--- src/hw/rtl/assert_macros.svh ---
// Assertion macros used by the list RTL.
// Needs a clock i_clk and an active-low reset i_rst_n in the including module.
`ifndef ASSERT_MACROS_SVH
`define ASSERT_MACROS_SVH

// Property checked on every clock edge outside reset.
`define ASSERT_ALWAYS(label, prop, msg) \
    label: assert property (@(posedge i_clk) disable iff (!i_rst_n) (prop)) else $error(msg);

// Consequent checked in the cycle after the antecedent.
`define ASSERT_NEXT(label, ante, cons, msg) \
    label: assert property (@(posedge i_clk) disable iff (!i_rst_n) (ante) |=> (cons)) \
        else $error(msg);

`endif

--- src/hw/rtl/ili_pkg.sv ---
// Package for the positional list: opcodes, status codes, cell command.
// No dependencies.
package ili_pkg;

    localparam int CAPACITY_DEF = 64;
    localparam int CAPACITY_MAX = 1024;
    localparam int POS_W_MAX    = $clog2(CAPACITY_MAX + 1);
    localparam int VAL_W        = 32;
    localparam int OP_W         = 3;
    localparam int ST_W         = 2;
    localparam int GRP_W        = 8;

    localparam logic [VAL_W-1:0] RD_MISS = {VAL_W{1'b1}};

    typedef enum logic [OP_W-1:0] {
        OP_GET      = 3'd0,
        OP_ADD_HEAD = 3'd1,
        OP_ADD_TAIL = 3'd2,
        OP_INSERT   = 3'd3,
        OP_DELETE   = 3'd4
    } t_opcode;

    typedef enum logic [ST_W-1:0] {
        ST_DONE  = 2'd0,
        ST_RANGE = 2'd1,
        ST_FULL  = 2'd2
    } t_status;

    typedef enum logic [1:0] {
        S_IDLE,
        S_EXEC,
        S_READ
    } t_state;

    // Broadcast to every cell of the chain.
    typedef struct packed {
        logic                 ins;
        logic                 del;
        logic [POS_W_MAX-1:0] pos;
        logic [VAL_W-1:0]     val;
    } t_cell_cmd;

endpackage

--- src/hw/rtl/ili_cell.sv ---
// One slot of the list chain: holds a value, shifts with its neighbours.
// Depends on ili_pkg.
module ili_cell
    import ili_pkg::*;
#(
    parameter int IDX = 0
) (
    input  logic             i_clk,
    input  t_cell_cmd        i_cmd,
    input  logic [VAL_W-1:0] i_left,
    input  logic [VAL_W-1:0] i_right,
    output logic [VAL_W-1:0] o_value,
    output logic [VAL_W-1:0] o_rd
);

    localparam logic [POS_W_MAX-1:0] IDX_C = POS_W_MAX'(IDX);

    logic [VAL_W-1:0] r_value;
    logic [VAL_W-1:0] n_value;

    always_comb begin
        n_value = r_value;
        if (i_cmd.ins) begin
            if (IDX_C > i_cmd.pos) begin
                n_value = i_left;
            end else if (IDX_C == i_cmd.pos) begin
                n_value = i_cmd.val;
            end
        end else if (i_cmd.del) begin
            if (IDX_C >= i_cmd.pos) begin
                n_value = i_right;
            end
        end
    end

    always_ff @(posedge i_clk) begin
        r_value <= n_value;
    end

    assign o_value = r_value;
    assign o_rd    = (IDX_C == i_cmd.pos) ? r_value : '0;

endmodule

--- config.mk ---
export PLATFORM = sky130hd
export DESIGN_NAME = ili_cell
export DESIGN_NICKNAME = d
export VERILOG_FILES = /design/src/hw/rtl/assert_macros.svh /design/src/hw/rtl/ili_pkg.sv /design/src/hw/rtl/ili_cell.sv
export SDC_FILE = /design/constraint.sdc
export NUM_CORES = 1
export LEC_CHECK = 0
export ABC_AREA = 1
export BUFFER_PORTS_ARGS = -buffer_cell sky130_fd_sc_hd__buf_2
export CORE_MARGIN = 10
export CORE_UTILIZATION = 37
export CTS_BUF_LIST = sky130_fd_sc_hd__clkbuf_4 sky130_fd_sc_hd__clkbuf_8
export DETAILED_ROUTE_END_ITERATION = 10
export GPL_TIMING_DRIVEN = 0
export PLACE_DENSITY = 0.81
export SYNTH_ARGS = -nofsm -noshare
export SYNTH_HDL_FRONTEND = slang
export SYNTH_SLANG_ARGS = --single-unit
--- constraint.sdc ---
create_clock -name i_clk -period 3.1 [get_ports i_clk]
set_input_delay 0.62 -clock i_clk [delete_from_list [all_inputs] [get_ports i_clk]]
set_output_delay 0.62 -clock i_clk [all_outputs]
set_load 0.05 [all_outputs]
==> results of run 1 <==
## worst max-delay path: stages
cell and delay [ps]:
buf_2 100, nor2_1 90, nand2_1 60, nor2_1 120
nand2_2 150, buf_6 190, nor2_2 80, buf_2 270
## final timing paths
kind	to	slack, ps
worst min-delay path	o_value[28]	640
worst max-delay path	o_rd[11]	800
## cells by family (layout without fill, tap and decap cells)
group / count (synthesis) / count (layout) / synth area share
flip-flops: 32 / 32 / 0.5386
AND/OR/NAND/NOR: 44 / 44 / 0.1459
buffers and inverters: 40 / 185 / 0.1136
multiplexers: 32 / 32 / 0.2020
## cell usage after synthesis
library cell	n
nor2_1	10
inv_1	33
mux2_2	27
mux2_1	5
and2_1	1
edfxtp_1	32
nor2_4	3
nand2_2	1
nand2_1	2
buf_6	7
nor2_2	27
## power by group
part	switching, mW	leakage (nW)	internal (mW)
registers	0.0000894	0.287	0.480
logic	0.0322	1.03	0.0675
clock network	0.129	0.0359	0.144
total	0.161	1.36	0.691
## cells in the final DEF (no fill, tap or decap), drive strengths merged
cell / synthesis / layout
and2: 1 / 1
buf: 7 / 147
clkbuf: 0 / 5
edfxtp: 32 / 32
inv: 33 / 33
mux2: 32 / 32
nand2: 3 / 3
nor2: 40 / 40
## routing by layer
metal	up-vias	share of wire
li1	760	-
met1	655	0.33
met2	78	0.53
met3	7	0.12
met4	0	0.014
met5	-	0
## cell type report
cell class                 instances  area (um^2)  area share
buffer                             7        78.83     0.02999
multi-input combinational         76        628.1      0.2389
timing repair buffer             140        700.7      0.2665
clock buffer                       5        68.82     0.02618
inverter                          33        123.9     0.04712
sequential                        32        960.9      0.3655
tap                               54        67.56     0.02570
==> run_results.csv, run 1 <==
group,metric,value,unit
placed_design,place_hpwl,4.422,mm
setup_path,required,2480,ps
timing,finalSetupViolCount,0,
drt,vias,1500,
drt,finalWirelength,5.168,mm
placed_design,placedCellCount,342,
final_layout,antennaDiodeCount,0,
setup_path,cp.arrival,1680,ps
setup_path,worst_setup_path_end_kind,"output pin",
global_routing,antenna_found_initial,0,
final_layout,utilization,0.5603,
drt,drc,0,
global_routing,use_met1,0.1148,
logic_synthesis,synth_area_per_cell,12.06,um^2
logic_synthesis,synthesis.area,1784,um^2
floorplanning,die_w,89.44,um
min_path,whs_path_depth,2,
timing,hold_slack,640.1,ps
clock_tree,clk_pin_slew_worst_paths,50,ps
timing,rsz0062_at_grt,"no",
placed_design,gp_congestion,0.7142,
logic_synthesis,ys.warnings.count,0,
floorplanning,start_util,0.3803,
clock_tree,cts_hold_buf,0,
final_layout,fin_area,2629,um^2
clock_tree,root_buffer,"clkbuf_8",
power,ir_worst_vdd,0.0002108,V
global_routing,met3_usage,0.05561,
logic_synthesis,synth_top_area_frac,0.5386,
clock_tree,clock_path_buffers,2,
timing,hold_viol_final,0,
placed_design,dpl-instance-area,2560,um^2
logic_synthesis,syn_inst,148,
placed_design,post-place-ws,775.6,ps
drt,via_per_inst,4.323,
clock_tree,cts_tree,"built",
logic_synthesis,yosysSeqAreaShare,0.5386,
logic_synthesis,synth_area_leaders,"edfxtp_1 (54%), mux2_2 (17%), nor2_2 (9.5%)",
status,outcome,"finished, final reports clean",
global_routing,grt_max_degree,33,
final_layout,syn2layout_area_growth,47.34,%
setup_path,crit_type,"input port to output pin",
final_layout,largest_reg_flops,32,
run,drv_cap,0,
placed_design,port_buffers,140,
logic_synthesis,netlist.top_cell.by_area,"edfxtp_1",
drt,first_pass_iters,2,
logic_synthesis,synth-seq-cells,32,
setup_path,timing.critical_path.from,"i_cmd[40]",
clock_tree,numCtsBuffers,5,
logic_synthesis,synth_cell_types,11,
final_layout,final_nets,405,
timing,finalCritPeriodShare,0.7406,
final_layout,drive_above_1_share,0.7201,
global_routing,grt.met2_usage,0.2271,
final_layout,fillers,436,
power,power.density,324.3,nW/um^2
setup_path,cp-start-kind,"input port",
clock_tree,postCtsSetupRepairBufs,0,
floorplanning,fp-row-count,25,
floorplanning,core_area,4692,um^2
drt,detail-route-antenna-nets,0,
timing,period_minus_slack,2296,ps
floorplanning,ioPinCount,174,
timing,max_slew.worst_pin.slew,885.5,ps
final_layout,finalNonFillerCells,347,
global_routing,grt.total_usage,0.1229,
global_routing,busiest_layer,"met2",
timing,worst_slack,804.1,ps
global_routing,grt_pass1_vias,1605,
timing,timing.max_slew.rel_slack,0.4083,
min_path,hp-class,"input port to flop",
drt,routedWlPerCell,14.89,um
logic_synthesis,syn-num-nets,258,
timing,fin_tns_setup,0,ps
power,total_power,852.4,uW
global_routing,grt_pass1_wl,7.562,mm
drt,drtIter0Drc,45,
clock_tree,htreeDepth,2,
global_routing,grt_overflow,0,
clock_tree,cts_sinks,32,
min_path,worstHoldStart,"i_right[28]",
floorplanning,die_area,8000,um^2
setup_path,cp_max_fo,10,
clock_tree,cts_resized,0,
timing,timing.fmax,0.4356,GHz
timing,slew_violations,0,
power,leakage,1.357,nW
floorplanning,fp.dieH,89.44,um
(Power assumes the default switching activity.)
==> run 2: changes to the inputs <==
CORE_UTILIZATION = 34   (was 37)
PLACE_DENSITY = 0.78   (was 0.81)
clock period = 1.93 ns   (was 3.1 ns; I/O delays follow)
==> run 2 against run 1 <==
Net effect: setup slack worse by 710 ps; count of clock-buffer cells in the layout stayed put; hold slack worse by 250 ps; critical endpoint unchanged; largest power group unchanged; clock power is 130% higher; largest cell class unchanged; routed wire length is 4.6% higher; die area is 6.8% higher; combinational power is 62% higher; global-route usage is 0.22 points lower; non-clock buffer count stayed put; critical path type unchanged; via count is 3.0% higher.
==> run_results.csv, run 2 (synthesis gave the netlist of run 1 again) <==
group,metric,value,unit
status,outcome,"finished, final reports clean",
global_routing,antenna_found_initial,0,
final_layout,largest_reg_flops,32,
clock_tree,clock_path_buffers,2,
drt,wl_met3,705,um
drt,via_per_inst,4.221,
global_routing,grt_max_degree,33,
global_routing,grt_pass1_vias,1731,
timing,timing.max_slew.rel_slack,0.3942,
global_routing,grt_overflow,0,
clock_tree,cts_tree,"built",
placed_design,place_hpwl,4.478,mm
final_layout,utilization,0.5451,
setup_path,cp.arrival,1450,ps
drt,first_pass_iters,4,
floorplanning,start_util,0.3493,
final_layout,antennaDiodeCount,0,
global_routing,grt_pass1_wl,8.369,mm
timing,period_minus_slack,1832,ps
clock_tree,clk_pin_slew_worst_paths,70,ps
final_layout,layout_common_cells,"buf_2 (110), inv_1 (33), edfxtp_1 (32), mux2_2 (27), nor2_2 (27)",
setup_path,required,1540,ps
timing,finalSetupViolCount,0,
power,p_switching,292.9,uW
drt,vias,1545,
drt,drtIter0Drc,23,
timing,max_slew.worst_pin.slew,906.6,ps
final_layout,syn2layout_area_growth,56.03,%
clock_tree,root_buffer,"clkbuf_8",
power,ir_worst_vdd,0.0003874,V
final_layout,final_nets,405,
timing,rsz0062_at_grt,"yes",
placed_design,port_buffers,140,
clock_tree,numCtsBuffers,5,
timing,finalCritPeriodShare,0.9492,
placed_design,gp_congestion,0.7969,
clock_tree,postCtsSetupRepairBufs,0,
floorplanning,core_area,5107,um^2
setup_path,cp-start-kind,"input port",
final_layout,fillers,466,
floorplanning,die_area,8545,um^2
clock_tree,cts_sinks,32,
power,power.density,555.7,nW/um^2
setup_path,worst_setup_path_end_kind,"output pin",
timing,hold_viol_final,0,
floorplanning,ioPinCount,174,
min_path,hp-class,"input port to flop",
drt,detail-route-antenna-nets,0,
drt,wl_met1,1.925,mm
floorplanning,fp.dieH,92.44,um
floorplanning,fp-row-count,26,
drt,drc,0,
timing,hold_slack,387.7,ps
power,pwr-share-seq,0.498,
drt,route.met2.wl,2.704,mm
power,p_sw_frac,0.1893,
power,p_int,1.254,mW
floorplanning,die_w,92.44,um
drt,routedWlPerCell,14.78,um
setup_path,cp_max_fo,10,
final_layout,layout_commonest_cell,"buf_2",
drt,highest-signal-layer,"met4",
drt,finalWirelength,5.408,mm
timing,timing.fmax,0.5459,GHz
final_layout,drive_above_1_share,0.7162,
power,leakage,1.374,nW
power,pwr-share-clk,0.398,
run,drv_cap,0,
timing,slew_violations,0,
clock_tree,htreeDepth,2,
global_routing,grt.total_usage,0.1208,
power,comb_power_share,0.104,
setup_path,crit_type,"input port to output pin",
[run 2: cell types whose count changed in the layout (fill, tap and decap cells not counted), sizes merged]
| cell | before | now |
|---|---|---|
| clkinv | 0 | 2 |
| bufinv | 0 | 1 |
[run 2: timing repair]
action                     4_1_cts  5_1_grt
hold buffers                     0        0
resized for setup                0       66
setup endpoints to repair        0       30
[run 2: per-layer routing]
metal / track usage / up-vias
li1: - / 764
met1: 0.1165 / 685
met2: 0.2147 / 89
met3: 0.06941 / 7
met4: 0.03470 / 0
met5: 0 / -
[run 2: worst max-delay path, stage by stage]
cell and delay (ps):
buf_2 100, nor2_1 90, nand2_1 60, nor2_1 110
nand2_2 170, buf_6 210, nor2_2 90, buf_4 210
[run 2: final timing paths]
| kind | startpoint | to | slack (ps) | cells past startpoint |
|---|---|---|---|---|
| min | i_right[24] | o_value[24] | 390 | 2 |
| max | i_cmd[37] | o_rd[11] | 100 | 8 |
[run 2: per-stage QoR]
step | TNS [ps] | setup slack (ps) | area [um^2] | total power, mW | cells
after floorplan | 0 | 118.1 | 1792 | 0.8634 | 148
after global placement | -4076 | -129.0 | 2580 | 0.9438 | 358
after detailed placement | -5327 | -168.0 | 2580 | 0.9483 | 358
after CTS | 0 | 29.40 | 2686 | 1.573 | 366
after global routing | -170.5 | -19.61 | 2784 | 1.618 | 366
final | 0 | 98.07 | 2784 | 1.547 | 366
[run 2: final cells by class]
cell class / instances / area, um^2 / area share
plain buffers: 7 / 78.83 / 0.02831
clock buffers: 5 / 68.82 / 0.02472
clock inverters: 3 / 37.54 / 0.01348
inverters: 33 / 123.9 / 0.04449
multi-input cells: 76 / 628.1 / 0.2256
flip-flops and latches: 32 / 960.9 / 0.3452
well taps: 70 / 87.58 / 0.03146
repair buffers: 140 / 798.3 / 0.2867
[run 2: power groups by stage]
| stage | registers (mW) | logic (mW) | clock network (mW) |
|---|---|---|---|
| after global placement | 0.785 | 0.159 | 0 |
| after CTS | 0.770 | 0.164 | 0.639 |
| after global routing | 0.769 | 0.178 | 0.671 |
| after detailed placement | 0.785 | 0.163 | 0 |
| final | 0.770 | 0.162 | 0.615 |
| after floorplan | 0.786 | 0.0771 | 0 |
==> run 3: changes to the inputs <==
PLACE_DENSITY = 0.79   (was 0.78)
==> run 3 against run 2 <==
Net effect: final cell count grew 0.27%; cell area shrank 2.4%; largest power group unchanged; non-clock buffer count grew 1; core utilization shrank 1.3 points; critical path depth is the same; via count grew 0.13%; routed wire length grew 0.63%; global-route usage is essentially flat.
==> run_results.csv, run 3 (synthesis gave the netlist of run 1 again) <==
group,metric,value,unit
setup_path,cp_max_fo,10,
setup_path,timing.critical_path.from,"i_cmd[40]",
timing,max_slew.worst_pin.slew,885.0,ps
global_routing,grt_max_degree,33,
timing,period_minus_slack,1845,ps
timing,timing.fmax,0.5420,GHz
power,leakage,1.360,nW
setup_path,required,1540,ps
final_layout,syn2layout_area_growth,52.31,%
clock_tree,cts_tree,"built",
status,outcome,"finished, final reports clean",
placed_design,port_buffers,140,
setup_path,cp_num_cells,8,
global_routing,grt_pass1_wl,8.307,mm
power,ir_worst_vdd,0.0002791,V
global_routing,antenna_found_initial,0,
floorplanning,fp.dieH,92.44,um
drt,routedWlPerCell,14.83,um
setup_path,crit_type,"input port to output pin",
clock_tree,root_buffer,"clkbuf_8",
floorplanning,die_w,92.44,um
drt,finalWirelength,5.442,mm
drt,drc,0,
final_layout,drive_above_1_share,0.7205,
floorplanning,start_util,0.3493,
final_layout,seq_area,960.9,um^2
power,total_power,1.439,mW
setup_path,worst-path-buf-inv,3,
floorplanning,core_area,5107,um^2
setup_path,cp-start-kind,"input port",
clock_tree,cts_sinks,32,
placed_design,gp_congestion,0.8564,
floorplanning,fp-row-count,26,
timing,slew_violations,0,
drt,drtIter0Drc,50,
final_layout,layout_common_cells,"buf_2 (123), inv_1 (33), edfxtp_1 (32), mux2_2 (27), nor2_2 (27)",
timing,worst_slack,85.04,ps
final_layout,layout_commonest_cell,"buf_2",
clock_tree,htreeDepth,2,
setup_path,max_stage_delay,260,ps
clock_tree,numCtsBuffers,5,
clock_tree,cts_hold_buf,0,
clock_tree,clk_pin_slew_worst_paths,60,ps
final_layout,largest_reg_flops,32,
setup_path,cpMaxStageDelayCell,"buf_2",
timing,hold_viol_final,0,
setup_path,worst_setup_path_end_kind,"output pin",
final_layout,fillers,468,
placed_design,place_hpwl,4.516,mm
clock_tree,clock_path_buffers,2,
run,drv_cap,0,
setup_path,critPathTopFamily,"buffers and inverters",
timing,timing.max_slew.rel_slack,0.4086,
global_routing,grt.total_usage,0.1211,
drt,detail-route-antenna-nets,0,
drt,vias,1547,
final_layout,final_nets,406,
floorplanning,ioPinCount,174,
global_routing,grt_pass1_vias,1714,
timing,finalSetupViolCount,0,
drt,first_pass_iters,4,
final_layout,finalNonFillerCells,367,
placed_design,placedCellCount,358,
setup_path,path_cells,"buf_2 -> nor2_1 -> nand2_1 -> nor2_1 -> nand2_2 -> buf_6 -> nor2_2 -> buf_2",
final_layout,multi_input_area,628.1,um^2
drt,via_per_inst,4.215,
global_routing,grt_overflow,0,
timing,hold_slack,392.5,ps
min_path,hp-class,"input port to flop",
power,power.density,529.3,nW/um^2
timing,finalCritPeriodShare,0.9559,
floorplanning,die_area,8545,um^2
setup_path,crit_end,"o_rd[17]",
final_layout,antennaDiodeCount,0,
setup_path,cp.arrival,1460,ps
placed_design,post-place-ws,-161.7,ps
## run 3: repair_timing
action / CTS / global route
gates resized for setup: 0 / 17
hold endpoints to repair: 0 / 0
endpoints found under the setup margin: 0 / 30
buffers inserted: 0 / 1
## run 3: report_power, final
| part | switching, mW | internal [mW] | leakage (nW) |
|---|---|---|---|
| clock | 0.227 | 0.279 | 0.0467 |
| sequential | 0.000135 | 0.770 | 0.287 |
| combinational | 0.0538 | 0.109 | 1.03 |
| total | 0.281 | 1.16 | 1.36 |
## run 3: metal layers
| layer | vias to the layer above | GRT usage | wire length (um) |
|---|---|---|---|
| li1 | 764 | - | - |
| met2 | 82 | 0.2094 | 2814 |
| met3 | 6 | 0.06699 | 655 |
| met5 | - | 0 | 0 |
| met1 | 695 | 0.1215 | 1910 |
| met4 | 0 | 0.03985 | 61 |
## run 3: final cells by class
cell class,count,area share
Clock inverter,1,0.001381
Clock buffer,7,0.03085
Timing Repair Buffer,141,0.2762
Buffer,7,0.02901
Inverter,33,0.04558
Multi-Input combinational cell,76,0.2311
Tap cell,70,0.03223
Sequential cell,32,0.3536
## run 3: through the flow
step                      utilization  setup TNS, ps  instance area [um^2]
after floorplan                     -              0                  1792
after global placement         0.5051          -4323                  2580
after detailed placement       0.5051          -5146                  2580
after CTS                      0.5223              0                  2668
after global routing           0.5321         -11.60                  2718
final                          0.5321              0                  2718
## run 3: worst min path at each step
| stage | start | endpoint | depth (start not counted) | slack [ps] |
|---|---|---|---|---|
| after floorplan | i_right[23] | o_value[23] | 1 | 590 |
| after global placement | i_right[23] | o_value[23] | 2 | 670 |
| after detailed placement | i_right[27] | o_value[27] | 2 | 670 |
| after CTS | i_right[27] | o_value[27] | 2 | 380 |
| after global routing | i_right[23] | o_value[23] | 2 | 380 |
| final | i_right[27] | o_value[27] | 2 | 390 |
