--- src/hw/rtl/assert_macros.svh ---
// Assertion macros used by the list RTL.
// Needs a clock i_clk and an active-low reset i_rst_n in the including module.
`ifndef ASSERT_MACROS_SVH
`define ASSERT_MACROS_SVH

// Property checked on every clock edge outside reset.
`define ASSERT_ALWAYS(label, prop, msg) \
    label: assert property (@(posedge i_clk) disable iff (!i_rst_n) (prop)) else $error(msg);

// Consequent checked in the cycle after the antecedent.
`define ASSERT_NEXT(label, ante, cons, msg) \
    label: assert property (@(posedge i_clk) disable iff (!i_rst_n) (ante) |=> (cons)) \
        else $error(msg);

`endif

--- src/hw/rtl/ili_pkg.sv ---
// Package for the positional list: opcodes, status codes, cell command.
// No dependencies.
package ili_pkg;

    localparam int CAPACITY_DEF = 64;
    localparam int CAPACITY_MAX = 1024;
    localparam int POS_W_MAX    = $clog2(CAPACITY_MAX + 1);
    localparam int VAL_W        = 32;
    localparam int OP_W         = 3;
    localparam int ST_W         = 2;
    localparam int GRP_W        = 8;

    localparam logic [VAL_W-1:0] RD_MISS = {VAL_W{1'b1}};

    typedef enum logic [OP_W-1:0] {
        OP_GET      = 3'd0,
        OP_ADD_HEAD = 3'd1,
        OP_ADD_TAIL = 3'd2,
        OP_INSERT   = 3'd3,
        OP_DELETE   = 3'd4
    } t_opcode;

    typedef enum logic [ST_W-1:0] {
        ST_DONE  = 2'd0,
        ST_RANGE = 2'd1,
        ST_FULL  = 2'd2
    } t_status;

    typedef enum logic [1:0] {
        S_IDLE,
        S_EXEC,
        S_READ
    } t_state;

    // Broadcast to every cell of the chain.
    typedef struct packed {
        logic                 ins;
        logic                 del;
        logic [POS_W_MAX-1:0] pos;
        logic [VAL_W-1:0]     val;
    } t_cell_cmd;

endpackage

--- src/hw/rtl/ili_ctrl.sv ---
// Request sequencer: decode, length and status, result register.
// Depends on ili_pkg and assert_macros.svh.
`include "assert_macros.svh"
module ili_ctrl
    import ili_pkg::*;
#(
    parameter int CAPACITY = CAPACITY_DEF,
    parameter int POS_W    = $clog2(CAPACITY + 1)
) (
    input  logic             i_clk,
    input  logic             i_rst_n,
    input  logic             i_s_valid,
    output logic             o_s_ready,
    input  logic [OP_W-1:0]  i_opcode,
    input  logic [POS_W-1:0] i_position,
    input  logic [VAL_W-1:0] i_item_value,
    output logic             o_m_valid,
    input  logic             i_m_ready,
    output logic [VAL_W-1:0] o_read_value,
    output logic [ST_W-1:0]  o_status,
    output logic [POS_W-1:0] o_list_length,
    output t_cell_cmd        o_cmd,
    input  logic [VAL_W-1:0] i_rd_value
);

    localparam logic [POS_W-1:0] CAP_C = POS_W'(CAPACITY);

    t_state           r_state;
    t_state           n_state;
    t_opcode          r_op;
    logic [POS_W-1:0] r_pos;
    logic [VAL_W-1:0] r_val;
    logic [POS_W-1:0] r_count;
    t_status          r_st;
    logic             r_is_get;
    logic             r_get_ok;
    logic             r_m_valid;
    logic [VAL_W-1:0] r_m_rd;
    t_status          r_m_st;
    logic [POS_W-1:0] r_m_len;

    t_status          n_st;
    logic             w_ins;
    logic             w_del;
    logic [POS_W-1:0] w_epos;
    logic             w_get_ok;
    logic             w_full;
    logic             w_accept;
    logic             w_exec;
    logic             w_load_out;

    // Decode of the held request against the current length.
    always_comb begin
        n_st     = ST_DONE;
        w_ins    = 1'b0;
        w_del    = 1'b0;
        w_epos   = r_pos;
        w_get_ok = 1'b0;
        w_full   = (r_count == CAP_C);
        case (r_op)
            OP_GET: begin
                if (r_pos < r_count) begin
                    w_get_ok = 1'b1;
                end else begin
                    n_st = ST_RANGE;
                end
            end
            OP_ADD_HEAD: begin
                w_epos = '0;
                if (w_full) begin
                    n_st = ST_FULL;
                end else begin
                    w_ins = 1'b1;
                end
            end
            OP_ADD_TAIL: begin
                w_epos = r_count;
                if (w_full) begin
                    n_st = ST_FULL;
                end else begin
                    w_ins = 1'b1;
                end
            end
            OP_INSERT: begin
                if (r_pos > r_count) begin
                    n_st = ST_RANGE;
                end else if (w_full) begin
                    n_st = ST_FULL;
                end else begin
                    w_ins = 1'b1;
                end
            end
            OP_DELETE: begin
                if (r_pos >= r_count) begin
                    n_st = ST_RANGE;
                end else begin
                    w_del = 1'b1;
                end
            end
            default: begin
                n_st = ST_RANGE;
            end
        endcase
    end

    always_comb begin
        n_state = r_state;
        case (r_state)
            S_IDLE: begin
                if (i_s_valid) begin
                    n_state = S_EXEC;
                end
            end
            S_EXEC: begin
                n_state = S_READ;
            end
            S_READ: begin
                if (!r_m_valid || i_m_ready) begin
                    n_state = S_IDLE;
                end
            end
            default: begin
                n_state = S_IDLE;
            end
        endcase
    end

    always_comb begin
        o_s_ready  = (r_state == S_IDLE);
        w_exec     = (r_state == S_EXEC);
        w_load_out = (r_state == S_READ) && (!r_m_valid || i_m_ready);
        w_accept   = o_s_ready && i_s_valid;
        o_cmd.ins  = w_exec && w_ins;
        o_cmd.del  = w_exec && w_del;
        o_cmd.pos  = POS_W_MAX'(w_epos);
        o_cmd.val  = r_val;
    end

    always_ff @(posedge i_clk) begin
        if (!i_rst_n) begin
            r_state   <= S_IDLE;
            r_count   <= '0;
            r_m_valid <= 1'b0;
        end else begin
            r_state <= n_state;
            if (o_cmd.ins) begin
                r_count <= r_count + POS_W'(1);
            end else if (o_cmd.del) begin
                r_count <= r_count - POS_W'(1);
            end
            if (w_load_out) begin
                r_m_valid <= 1'b1;
            end else if (i_m_ready) begin
                r_m_valid <= 1'b0;
            end
        end
    end

    always_ff @(posedge i_clk) begin
        if (w_accept) begin
            r_op  <= t_opcode'(i_opcode);
            r_pos <= i_position;
            r_val <= i_item_value;
        end
        if (w_exec) begin
            r_st     <= n_st;
            r_is_get <= (r_op == OP_GET);
            r_get_ok <= w_get_ok;
        end
        if (w_load_out) begin
            r_m_rd  <= r_is_get ? (r_get_ok ? i_rd_value : RD_MISS) : '0;
            r_m_st  <= r_st;
            r_m_len <= r_count;
        end
    end

    assign o_m_valid     = r_m_valid;
    assign o_read_value  = r_m_rd;
    assign o_status      = r_m_st;
    assign o_list_length = r_m_len;

    `ASSERT_ALWAYS(a_count_bound, r_count <= CAP_C, "length above capacity")
    `ASSERT_ALWAYS(a_cmd_in_exec, !(o_cmd.ins || o_cmd.del) || w_exec, "shift outside exec")
    `ASSERT_NEXT(a_ins_grows, o_cmd.ins, r_count == $past(r_count) + POS_W'(1), "insert miscount")

endmodule

--- config.mk ---
export PLATFORM = sky130hd
export DESIGN_NAME = ili_ctrl
export DESIGN_NICKNAME = d
export VERILOG_FILES = /design/src/hw/rtl/ili_pkg.sv /design/src/hw/rtl/ili_ctrl.sv
export VERILOG_INCLUDE_DIRS = /design/src /design/src/hw/rtl
export SDC_FILE = /design/constraint.sdc
export NUM_CORES = 1
export LEC_CHECK = 0
export ABC_AREA = 1
export ABC_CLOCK_PERIOD_IN_PS = 4900
export CELL_PAD_IN_SITES_DETAIL_PLACEMENT = 2
export CELL_PAD_IN_SITES_GLOBAL_PLACEMENT = 2
export CORE_MARGIN = 2
export CORE_UTILIZATION = 39
export DETAILED_ROUTE_END_ITERATION = 12
export DONT_BUFFER_PORTS = 1
export GPL_TIMING_DRIVEN = 0
export PLACE_DENSITY = 0.76
export RECOVER_POWER = 25
export SETUP_SLACK_MARGIN = 0.5
export SLEW_MARGIN = 20
export SYNTH_ARGS = -nofsm -noshare
export SYNTH_HDL_FRONTEND = slang
export SYNTH_SLANG_ARGS = --single-unit
--- constraint.sdc ---
create_clock -name i_clk -period 4.9 [get_ports i_clk]
set_input_delay 0.245 -clock i_clk [delete_from_list [all_inputs] [get_ports i_clk]]
set_output_delay 0.245 -clock i_clk [all_outputs]
set_load 0.02 [all_outputs]
==> results of run 1 <==
worst paths after layout:
check,from,endpoint,slack [ps],cells past startpoint
hold / removal,i_s_valid,r_state[0],50,2
setup reg to reg,r_count[6],r_count[6],1730,18
hold reg to reg,r_st[0],o_status[0],440,0
setup / recovery,r_count[6],r_count[6],1730,18
sequential cells by signal, indices dropped and copies added (netlist names), 2 cells and up:
signal,cells
r_val,32
r_op,3
r_pos,7
r_st,2
o_status,2
r_state,2
r_count,7
o_read_value,32
o_list_length,7
layout make-up:
| cell class | instances | share of cell area, % |
|---|---|---|
| inverter | 61 | 4.60 |
| clock inverter | 7 | 1.96 |
| clock buffer | 9 | 2.49 |
| tap | 136 | 3.42 |
| buffer | 14 | 1.81 |
| multi-input combinational | 167 | 19.6 |
| timing repair buffer | 50 | 9.65 |
| sequential | 97 | 56.5 |
worst max-delay path: stages (launching register included):
cell                       delay, ps
sky130_fd_sc_hd__dfxtp_1         380
sky130_fd_sc_hd__inv_1           110
sky130_fd_sc_hd__ha_1            320
sky130_fd_sc_hd__nand2_1         120
sky130_fd_sc_hd__inv_1            50
sky130_fd_sc_hd__a21oi_1         160
sky130_fd_sc_hd__nand2_1         140
sky130_fd_sc_hd__nand2_2         120
sky130_fd_sc_hd__nand3_4         100
sky130_fd_sc_hd__buf_6           190
sky130_fd_sc_hd__ha_1            280
sky130_fd_sc_hd__clkbuf_1        280
sky130_fd_sc_hd__nand2_1          80
sky130_fd_sc_hd__nor3b_1         270
sky130_fd_sc_hd__nor2_1          110
sky130_fd_sc_hd__nand4_1         130
sky130_fd_sc_hd__nand3_1          90
sky130_fd_sc_hd__nand2_1          70
sky130_fd_sc_hd__nor2_1           40
cells in the final DEF, fill, tap and decap left out, types with 3 or more instances in the layout:
cell / instances
sky130_fd_sc_hd__conb_1: 4
sky130_fd_sc_hd__edfxtp_1: 87
sky130_fd_sc_hd__inv_2: 3
sky130_fd_sc_hd__nand4_1: 4
sky130_fd_sc_hd__dlygate4sd3_1: 42
sky130_fd_sc_hd__clkbuf_1: 7
sky130_fd_sc_hd__inv_1: 57
sky130_fd_sc_hd__buf_6: 3
sky130_fd_sc_hd__nand3_1: 10
sky130_fd_sc_hd__buf_4: 12
sky130_fd_sc_hd__a21oi_1: 44
sky130_fd_sc_hd__inv_6: 3
sky130_fd_sc_hd__clkbuf_8: 9
sky130_fd_sc_hd__o21ai_0: 15
sky130_fd_sc_hd__nand3_2: 3
sky130_fd_sc_hd__nor2_1: 19
sky130_fd_sc_hd__nand2_1: 31
sky130_fd_sc_hd__ha_1: 13
sky130_fd_sc_hd__dfxtp_1: 10
power breakdown:
| part | internal, mW | switching (mW) | leakage [nW] |
|---|---|---|---|
| sequential | 0.946 | 0.0536 | 0.901 |
| clock | 0.251 | 0.316 | 0.110 |
| combinational | 0.0698 | 0.107 | 0.994 |
| total | 1.27 | 0.476 | 2.01 |
kinds of logic after synthesis:
| logic type | Yosys count | synth area share (%) |
|---|---|---|
| other cells | 1 | 0.0916 |
| simple gates | 81 | 10.0 |
| xor+xnor | 4 | 0.856 |
| buf+inv | 75 | 7.79 |
| flops | 97 | 68.7 |
| compound gates | 64 | 8.10 |
| fa+ha+maj | 14 | 4.46 |
layer usage:
layer  vias up  routed length [um]
li1       1258                   -
met4         0                  95
met2       126                5050
met1      1273                4150
met3         8                 971
met5         -                   0
==> results by stage, run 1 <==
Layout:
- The final net count is 492.
- The sequential standard cell area is 0.00281 sq mm.
- Relative to the synthesized area, the layout overhead comes to 21.6%.
- In the final layout, the multi-input gates occupy 975 sq um.
- Measured on the finished design, the core utilization comes to 48.4%.
- The count of fill cells added during filler insertion is 1035.
- The final cell count without fillers is 541.
- The finished cells cover 0.00498 sq mm.
- Of the cells placed in the final design, the portion with a size suffix greater than 1 is 11.4%.
- The repair_antennas step left the layout with diodes totalling 0.

Timing:
- The worst hold margin is 50.0 ps.
- The accumulated negative setup slack is 0 ps.
- Setup slack on the critical path of the routed design comes to 1730 ps.
- Setup repair after global routing left no endpoint under its margin.
- Between clock sinks in the finished design, the worst skew comes to 23.6 ps.
- Headroom to the max-slew limit came out at 47.3%.
- Of the available clock period, the critical path in the final layout requires 64.8%.
- The final count of hold timing violations is 0.
- The number of slew-limit violations in the final report was 0.
- The smallest clock period supported by the final layout is computed as 3170 ps.
- The number of setup violations in the final report is 0.
- The highest clock frequency the design can meet is 315 MHz.
- For the pin with the worst max-slew slack, the measured transition is 782 ps.

Detailed routing:
- In this run the remaining antenna-violating nets after routing total 0.
- Before antenna repair, the detailed router went through 4 iterations.
- Using the TritonRoute via totals, the vias-per-cell ratio works out to 4.93.
- The count of routing violations after the opening detailed-route iteration is 91.
- In the final routed layout, each cell accounts on average for 19.0 um.
- For this run, design rule violations remaining after detail routing come to 0.
- The total via count after detailed routing is 2665.
- Summed over all layers, the routed wires come to 10300 um.

Setup path:
- The capturing element type of the critical path is a flip-flop.
- The highest net fanout along the worst path is 16.
- The worst setup path is launched from a flip-flop.
- The critical path data required time is 5160 ps.
- At the worst endpoint, the arrival time is 3430 ps.
- The critical path is of the flip-flop to flip-flop type.

Run status:
- The run finished with clean final reports.

GRT:
- The via count of the first global-routing pass came to 3038.
- Global routing used 18.9% of the available tracks across all layers.
- The pin count of the biggest net entering global routing is 20.
- The global routing usage on met1 is 21.5%.
- The first global-routing pass estimated 16200 um of wire.
- met2 is the most crowded layer.
- The met3 track utilization from global routing is 9.14%.
- The fraction of met2 tracks used by global routing is 32.0%.
- The number of antenna violations at the first check in global routing came to 0.
- The total overflow left after global routing is 0.

Die:
- The die footprint is 0.0113 sq mm.
- The total core area is 0.0103 sq mm.
- For this configuration, the core starts out at a cell density of 39.8%.
- For this design the top-level I/O count stands at 166.
- Measured along the x axis, the die boundary spans 106 um.
- The die is 106 um tall.
- The site row count is 37.

Logic synthesis:
- In this run, synthesis produced a sequential element count of 97.
- The share of the Yosys chip area taken by registers is 68.7%.
- By instance count, the leading cell after synthesis is sky130_fd_sc_hd__edfxtp_1.
- In this run the mean area of a mapped cell was 12.2 sq um.
- The most used flip-flop cell after synthesis is sky130_fd_sc_hd__edfxtp_1.
- Counting every instance in the synthesized netlist gives 336.
- The proportion of netlist area held by the largest area contributor is 63.8%.
- The number of enable-type register cells in the synthesized netlist is 87.
- By count the netlist is led by 87 x sky130_fd_sc_hd__edfxtp_1, 56 x sky130_fd_sc_hd__inv_1, 44 x sky130_fd_sc_hd__a21oi_1.
- The cell area that synthesis handed to floorplanning was 0.00410 sq mm.
- In the synthesized netlist the async set-or-reset flop fraction comes to 0%.
- Ranked by total cell area, the synthesized netlist is headed by sky130_fd_sc_hd__edfxtp_1 64%, sky130_fd_sc_hd__a21oi_1 5.4%, sky130_fd_sc_hd__inv_1 5.1%.
- The biggest area contributor in the post-synthesis netlist is sky130_fd_sc_hd__edfxtp_1.
- During synthesis, Yosys emitted a total of 0 warnings.
- Yosys mapped the design onto 33 distinct sky130hd cell types.

Power:
- In this run the static leakage power is 2.01 nW.
- The total power consumption of the routed design is 1.74 mW.
- The total power density per cell area is 350 mW/mm^2.
- The worst-case IR drop observed on VDD is 0.000168 V.

Min path:
- In this run the worst hold path is classified as input pin to flip-flop.

Placed design:
- Counting tap cells, the placed design contains a total of 483 instances.
- Detailed placement finished with a half-perimeter wire length of 6870 um.
- In this run the cell area measured after placement is 0.00435 sq mm.
- The count of input and output buffers is 0.
- The routability congestion estimate from global placement is 0.732.
- Prior to clock tree synthesis, the placed netlist has a worst setup slack of 1870 ps.

Clock network:
- The quantity of hold-fixing buffers added after cts is 42.
- In this run, post-CTS repair resized a total of 0 instances.
- TritonCTS built the clock tree.
- The number of buffers inserted to repair setup after CTS is 0.
- The H-tree was split into 3 levels.
- The clock tree root driver cell is sky130_fd_sc_hd__clkbuf_8.
- The clock latency of the later-clocked register in the worst-skew pair is 370 ps.
- The clock passes through at most 2 buffers.
- The clock-pin slew of the registers on the worst-case setup and hold paths is 120 ps.
- The number of clock buffers added by TritonCTS is 9.
- For this design, the sink count on the clock tree is 97.

Job:
- The tool flagged a number of max-cap violations equal to 0.
Power figures use the tool's default switching activity.
==> run 2: changes to the inputs <==
Settings changed: ABC_CLOCK_PERIOD_IN_PS 4900 to 2650, CORE_UTILIZATION 39 to 35, PLACE_DENSITY 0.76 to 0.72.
Clock period 4.9 ns to 2.65 ns, I/O delays scaled along.
==> results by stage, run 2 (synthesis gave the netlist of run 1 again) <==
Placed design:
- The routability congestion estimate from global placement is 0.719 (was 0.732).
- The setup slack at placement came to -87.4 ps (was 1870 ps).
- The placed wire-length estimate after detailed placement is 7110 um (was 6870 um).
- The cell total after placement is 486 (was 483).
- The count of input and output buffers was 0 (unchanged).

Timing:
- The highest clock frequency the design can meet is 378 MHz (was 315 MHz).
- The number of setup violations in the final report is 0 (unchanged).
- The ratio of final minimum period to clock period was 99.8% (was 64.8%).
- The final count of hold timing violations is 0 (unchanged).
- The post-route minimum period is 2650 ps (was 3170 ps).
- The worst path setup slack after routing is 4.29 ps (was 1730 ps).
- The max-slew headroom at the worst pin came to 47.8% (was 47.3%).
- The transition time of the tightest slew-check pin is 780 ps (was 782 ps).
- Setup repair after global routing missed its margin: yes (was no).
- The worst hold margin is 13.9 ps (was 50.0 ps).
- The accumulated negative setup slack came to 0 ps (unchanged).
- The worst clock skew is 9.13 ps (was 23.6 ps).
- The number of slew-limit violations in the final report is 0 (unchanged).

Detailed routing:
- The average via count per standard cell came to 4.96 (was 4.93).
- The first-pass iteration count of the detailed router is 4 (unchanged).
- The routed wire length is 11900 um (was 10300 um).
- The post-detailed-route DRC marker count came to 0 (unchanged).
- The count of nets left with antenna violations after detail routing is 0 (unchanged).
- The total via count after detailed routing is 2849 (was 2665).
- The count of routing violations after the opening detailed-route iteration is 95 (was 91).
- The average wire per cell in the routed design is 20.8 um (was 19.0 um).

Layout:
- The synthesis-to-finish area growth is 38.9% (was 21.6%).
- Most frequent cells in the layout: 87 x sky130_fd_sc_hd__edfxtp_1, 49 x sky130_fd_sc_hd__inv_1, 43 x sky130_fd_sc_hd__dlygate4sd3_1 (was 87 x sky130_fd_sc_hd__edfxtp_1, 57 x sky130_fd_sc_hd__inv_1, 44 x sky130_fd_sc_hd__a21oi_1).
- The area of the multi-input gates is 0.00127 sq mm (was 975 sq um).
- The sequential standard cell area is 0.00284 sq mm (was 0.00281 sq mm).
- The final net count is 518 (was 492).
- The final cell count without fillers is 574 (was 541).
- The antenna diode count is 0 (unchanged).
- The count of fill cells added during filler insertion came to 1100 (was 1035).
- The layout cell share with drive strength beyond 1 is 29.0% (was 11.4%).
- The final core area utilization is 49.8% (was 48.4%).
- The most common library cell in the layout ignoring fill and taps was sky130_fd_sc_hd__edfxtp_1 (unchanged).

Setup path:
- The critical path data required time is 2890 ps (was 5160 ps).
- Cell-by-cell listing of the critical path: ha_4 > nand2_2 > nor2_4 > nand2_2 > inv_2 > nor2_4 > nand2_4 > nand3_4 > buf_12 > ha_4 > buf_8 > a21o_1 > a31oi_4 > xnor2_2 > a21oi_2 > nor2_1 (was inv_1 > ha_1 > nand2_1 > inv_1 > a21oi_1 > nand2_1 > nand2_2 > nand3_4 > buf_6 > ha_1 > clkbuf_1 > nand2_1 > nor3b_1 > nor2_1 > nand4_1 > nand3_1 > nand2_1 > nor2_1).
- The capturing element type of the critical path was a flip-flop (unchanged).
- The worst stage delay on the critical path is 440 ps (was 380 ps).
- The data arrival time of the worst path is 2890 ps (was 3430 ps).
- The cell with the largest stage delay on the worst path was sky130_fd_sc_hd__edfxtp_1 (was sky130_fd_sc_hd__dfxtp_1).
- The highest net fanout along the worst path is 7 (was 16).
- The depth of the worst register-to-register path was 16 (was 18).
- The critical path launch point type is a flip-flop (unchanged).
- The worst setup path category is flip-flop to flip-flop (unchanged).

Die:
- The site row count came to 39 (was 37).
- The boundary pin count is 166 (unchanged).
- The height of the chip is 112 um (was 106 um).
- The die footprint is 0.0126 sq mm (was 0.0113 sq mm).
- The total core area is 0.0114 sq mm (was 0.0103 sq mm).
- The effective utilization at floorplan is 35.9% (was 39.8%).
- The chip width is 112 um (was 106 um).

GRT:
- The overflow left after global routing is 0 (unchanged).
- The total routing usage reported by global routing is 18.3% (was 18.9%).
- The number of antenna violations at the first check in global routing is 0 (unchanged).
- The pin count of the biggest net entering global routing is 19 (was 20).
- The first-pass GRT wire length is 17600 um (was 16200 um).
- The via count of the first global-routing pass is 3174 (was 3038).

Job:
- The number of max-capacitance violations reported came to 0 (unchanged).

Clock network:
- The maximum root-to-sink buffer count was 2 (unchanged).
- The clock latency of the later-clocked register in the worst-skew pair came to 350 ps (was 370 ps).
- The TritonCTS clock tree is built (unchanged).
- The H-tree level count came to 3 (unchanged).
- The number of buffers created by CTS is 9 (unchanged).
- The clock tree root driver cell is sky130_fd_sc_hd__clkbuf_16 (was sky130_fd_sc_hd__clkbuf_8).
- The number of clock sinks seen by CTS is 97 (unchanged).
- The clock-pin slew of the registers on the worst-case setup and hold paths is 70 ps (was 120 ps).

Min path:
- The number of cells traversed by the worst hold path is 3 (was 2).
- The type of the most critical hold path was input pin to flip-flop (unchanged).

Power:
- The maximum resistive drop on vdd is 0.000480 V (was 0.000168 V).
- The reported leakage power came to 2.23 nW (was 2.01 nW).
- The total power density per cell area came to 630 mW/mm^2 (was 350 mW/mm^2).

Run status:
- Outcome: completed (unchanged).
==> run 2: layer usage <==
metal | global-route usage [%] | up-vias | part of all wire [%]
met5 | 0 | - | 0
met4 | 7.40 | 0 | 1.7
met3 | 6.05 | 13 | 7.8
met2 | 31.5 | 136 | 52
met1 | 21.0 | 1379 | 39
li1 | - | 1321 | -
==> run 2: final timing paths <==
path                                 from          end  slack (ps)
worst min-delay path            i_m_ready   r_state[1]          10
worst max register to register   r_pos[4]   r_count[3]           4
worst max-delay path             r_pos[4]   r_count[3]           4
worst min register to register    r_st[1]  o_status[1]         430
==> run 2: stage by stage <==
stage,power [mW],area (sq um)
finish,3.58,5690
global route,3.72,5690
CTS,3.54,5440
detailed placement,2.19,4530
global placement,2.16,4460
floorplan,2.10,4280
==> run 2: cell type report <==
cell class / count / area share (%)
Multi-Input combinational cell: 167 / 22.3
Timing Repair Buffer: 76 / 13.4
Clock buffer: 9 / 3.96
Sequential cell: 97 / 49.9
Inverter: 61 / 4.29
Buffer: 14 / 2.00
Tap cell: 143 / 3.15
Clock inverter: 7 / 1.06
==> run 2: critical path: cells and delay by family (launching register included) <==
family / cells / cell delay, ps
adders and majority gates: 2 / 550
buffers and inverters: 3 / 380
and+or+nand+nor: 7 / 540
DFF: 1 / 440
AOI/OAI and AO/OA: 3 / 510
xor gates and xnor gates: 1 / 120
==> run 2: power by group <==
part / total [mW] / switching, mW / leakage [nW] / internal, mW
clock network: 1.27 / 0.615 / 0.136 / 0.655
registers: 1.85 / 0.104 / 0.906 / 1.75
logic: 0.460 / 0.253 / 1.19 / 0.207
total: 3.58 / 0.971 / 2.23 / 2.61
==> run 2: timing repair <==
item                       in CTS  in global routing
hold endpoints to repair       43                  0
setup buffers                  12                 16
hold buffers                   43                  0
pin swaps                      11                 18
gates resized for setup        26                 30
cloned                          1                  0
setup endpoints to repair       8                 13
==> run 3: changes to the inputs <==
Settings changed: CELL_PAD_IN_SITES_DETAIL_PLACEMENT 2 to not set, CELL_PAD_IN_SITES_GLOBAL_PLACEMENT 2 to not set, CORE_UTILIZATION 35 to 40, PLACE_DENSITY 0.72 to 0.53.
==> results by stage, run 3 (synthesis gave the netlist of run 1 again) <==
Layout:
- The layout cell share with drive strength beyond 1 is 25.0% (was 29.0%).
- The final cell count without fillers is 589 (was 574).
- The synthesis-to-finish area growth is 40.8% (was 38.9%).
- The antenna diode count is 0 (unchanged).
- The most common library cell in the layout ignoring fill and taps was sky130_fd_sc_hd__edfxtp_1 (unchanged).
- Most frequent cells in the layout: 87 x sky130_fd_sc_hd__edfxtp_1, 70 x sky130_fd_sc_hd__dlygate4sd3_1, 47 x sky130_fd_sc_hd__inv_1 (was 87 x sky130_fd_sc_hd__edfxtp_1, 49 x sky130_fd_sc_hd__inv_1, 43 x sky130_fd_sc_hd__dlygate4sd3_1).
- The final core area utilization is 58.5% (was 49.8%).
- The final net count is 543 (was 518).

Timing:
- The worst hold margin is 19.9 ps (was 13.9 ps).
- The max-slew headroom at the worst pin came to 52.8% (was 47.8%).
- The highest clock frequency the design can meet came to 394 MHz (was 378 MHz).
- The accumulated negative setup slack is 0 ps (unchanged).
- The number of slew-limit violations in the final report was 0 (unchanged).
- The transition time of the tightest slew-check pin is 700 ps (was 780 ps).
- The final count of hold timing violations was 0 (unchanged).
- The number of setup violations in the final report is 0 (unchanged).
- The post-route minimum period is 2540 ps (was 2650 ps).
- The worst clock skew is 8.16 ps (was 9.13 ps).
- The ratio of final minimum period to clock period is 95.8% (was 99.8%).
- Setup repair after global routing missed its margin: yes (unchanged).

Die:
- The effective utilization at floorplan is 41.5% (was 35.9%).
- The boundary pin count was 166 (unchanged).
- The site row count is 36 (was 39).
- The total core area came to 0.00986 sq mm (was 0.0114 sq mm).
- The die footprint is 0.0111 sq mm (was 0.0126 sq mm).
- The chip width is 105 um (was 112 um).
- The height of the chip is 105 um (was 112 um).

Run status:
- Outcome: completed (unchanged).

GRT:
- The overflow left after global routing is 0 (unchanged).
- The first-pass GRT wire length was 14200 um (was 17600 um).
- The via count of the first global-routing pass is 2957 (was 3174).
- The pin count of the biggest net entering global routing came to 19 (unchanged).
- The total routing usage reported by global routing is 16.6% (was 18.3%).
- The number of antenna violations at the first check in global routing is 0 (unchanged).

Clock network:
- The TritonCTS clock tree is built (unchanged).
- The clock latency of the later-clocked register in the worst-skew pair is 360 ps (was 350 ps).
- The number of clock sinks seen by CTS is 97 (unchanged).
- The maximum root-to-sink buffer count is 2 (unchanged).
- The clock-pin slew of the registers on the worst-case setup and hold paths came to 90 ps (was 70 ps).
- The number of buffers created by CTS is 9 (unchanged).
- The H-tree level count came to 3 (unchanged).
- The clock tree root driver cell was sky130_fd_sc_hd__clkbuf_8 (was sky130_fd_sc_hd__clkbuf_16).

Detailed routing:
- The count of routing violations after the opening detailed-route iteration is 113 (was 95).
- The post-detailed-route DRC marker count is 0 (unchanged).
- The average via count per standard cell is 4.76 (was 4.96).
- The total via count after detailed routing is 2806 (was 2849).
- The first-pass iteration count of the detailed router is 4 (unchanged).
- The count of nets left with antenna violations after detail routing is 0 (unchanged).
- The average wire per cell in the routed design is 15.5 um (was 20.8 um).
- The routed wire length is 9110 um (was 11900 um).

Placed design:
- The count of input and output buffers was 0 (unchanged).
- The routability congestion estimate from global placement is 0.764 (was 0.719).
- The placed wire-length estimate after detailed placement is 5760 um (was 7110 um).
- The cell total after placement is 476 (was 486).

Setup path:
- The worst setup path category is flip-flop to flip-flop (unchanged).
- The data arrival time of the worst path is 2800 ps (was 2890 ps).
- The flop-to-flop setup slack is 110 ps (was 4 ps).
- The capturing element type of the critical path is a flip-flop (unchanged).
- The cell with the largest stage delay on the worst path is sky130_fd_sc_hd__edfxtp_1 (unchanged).
- Cell-by-cell listing of the critical path: ha_4 > nand2_2 > nor2_4 > nand2_2 > inv_2 > nor2_2 > nand2_4 > nand3_4 > buf_12 > ha_4 > buf_8 > a21o_1 > nand2_1 > nand3_2 > xor2_1 > a21oi_1 > nor2_1 (was ha_4 > nand2_2 > nor2_4 > nand2_2 > inv_2 > nor2_4 > nand2_4 > nand3_4 > buf_12 > ha_4 > buf_8 > a21o_1 > a31oi_4 > xnor2_2 > a21oi_2 > nor2_1).
- The worst stage delay on the critical path is 440 ps (about the same).
- The highest net fanout along the worst path is 7 (unchanged).
- The critical path data required time was 2910 ps (was 2890 ps).
- The critical path launch point type is a flip-flop (unchanged).

Power:
- The total power consumption of the routed design is 3.26 mW (was 3.58 mW).
- The reported leakage power came to 2.29 nW (was 2.23 nW).
- The total power density per cell area is 566 mW/mm^2 (was 630 mW/mm^2).
- The maximum resistive drop on vdd is 0.000383 V (was 0.000480 V).

Min path:
- The type of the most critical hold path is input pin to flip-flop (unchanged).

Job:
- The number of max-capacitance violations reported is 0 (unchanged).
-- run 3: what timing repair did --
item                                    in CTS  in global routing
buffers inserted                            19                  7
cloned                                       1                  0
endpoints found under the hold margin       71                  2
endpoints found under the setup margin       8                 12
gates resized for setup                     23                 23
pin swaps                                   10                 21
hold buffers                                68                  2
-- run 3: where the power goes --
part	total [mW]	switching (mW)	internal, mW
clock network	0.983	0.541	0.443
registers	1.85	0.0995	1.75
logic	0.431	0.221	0.209
-- run 3: critical path, delay by kind of cell (launching register included) --
kind                       cells  cell delay [ps]
and+or+nand+nor                9              640
buffers and inverters          3              360
xor gates and xnor gates       1              180
adders and majority gates      2              510
DFF                            1              440
AOI/OAI and AO/OA              2              300
-- run 3: stage by stage --
| stage | setup slack (ps) | area (sq um) |
|---|---|---|
| floorplan | 247 | 4280 |
| global placement | -0.771 | 4440 |
| detailed placement | -6.06 | 4500 |
| CTS | 128 | 5640 |
| global route | 21.1 | 5770 |
| finish | 110 | 5770 |
-- run 3: path summary, 6_finish.rpt --
check             depth (start not counted)                to           start
setup / recovery                         17        r_count[5]        r_pos[4]
hold / removal                            2  o_read_value[28]  i_rd_value[28]
setup reg to reg                         17        r_count[5]        r_pos[4]
hold reg to reg                           0       o_status[1]         r_st[1]
-- run 3: layout make-up --
class / instances / area (sq um)
Buffer: 14 / 110
Clock buffer: 9 / 124
Clock inverter: 7 / 78.8
Fill cell: 791 / 4100
Inverter: 61 / 244
Multi-Input combinational cell: 167 / 1190
Sequential cell: 97 / 2820
Tap cell: 133 / 166
Timing Repair Buffer: 101 / 1030
-- run 3: metal layers --
layer	up-vias	part of all wire [%]	GRT usage, %
met2	140	49	27.2
met3	23	8.4	7.05
met4	0	2.7	7.90
met5	-	0	0
li1	1366	-	-
met1	1277	40	18.5
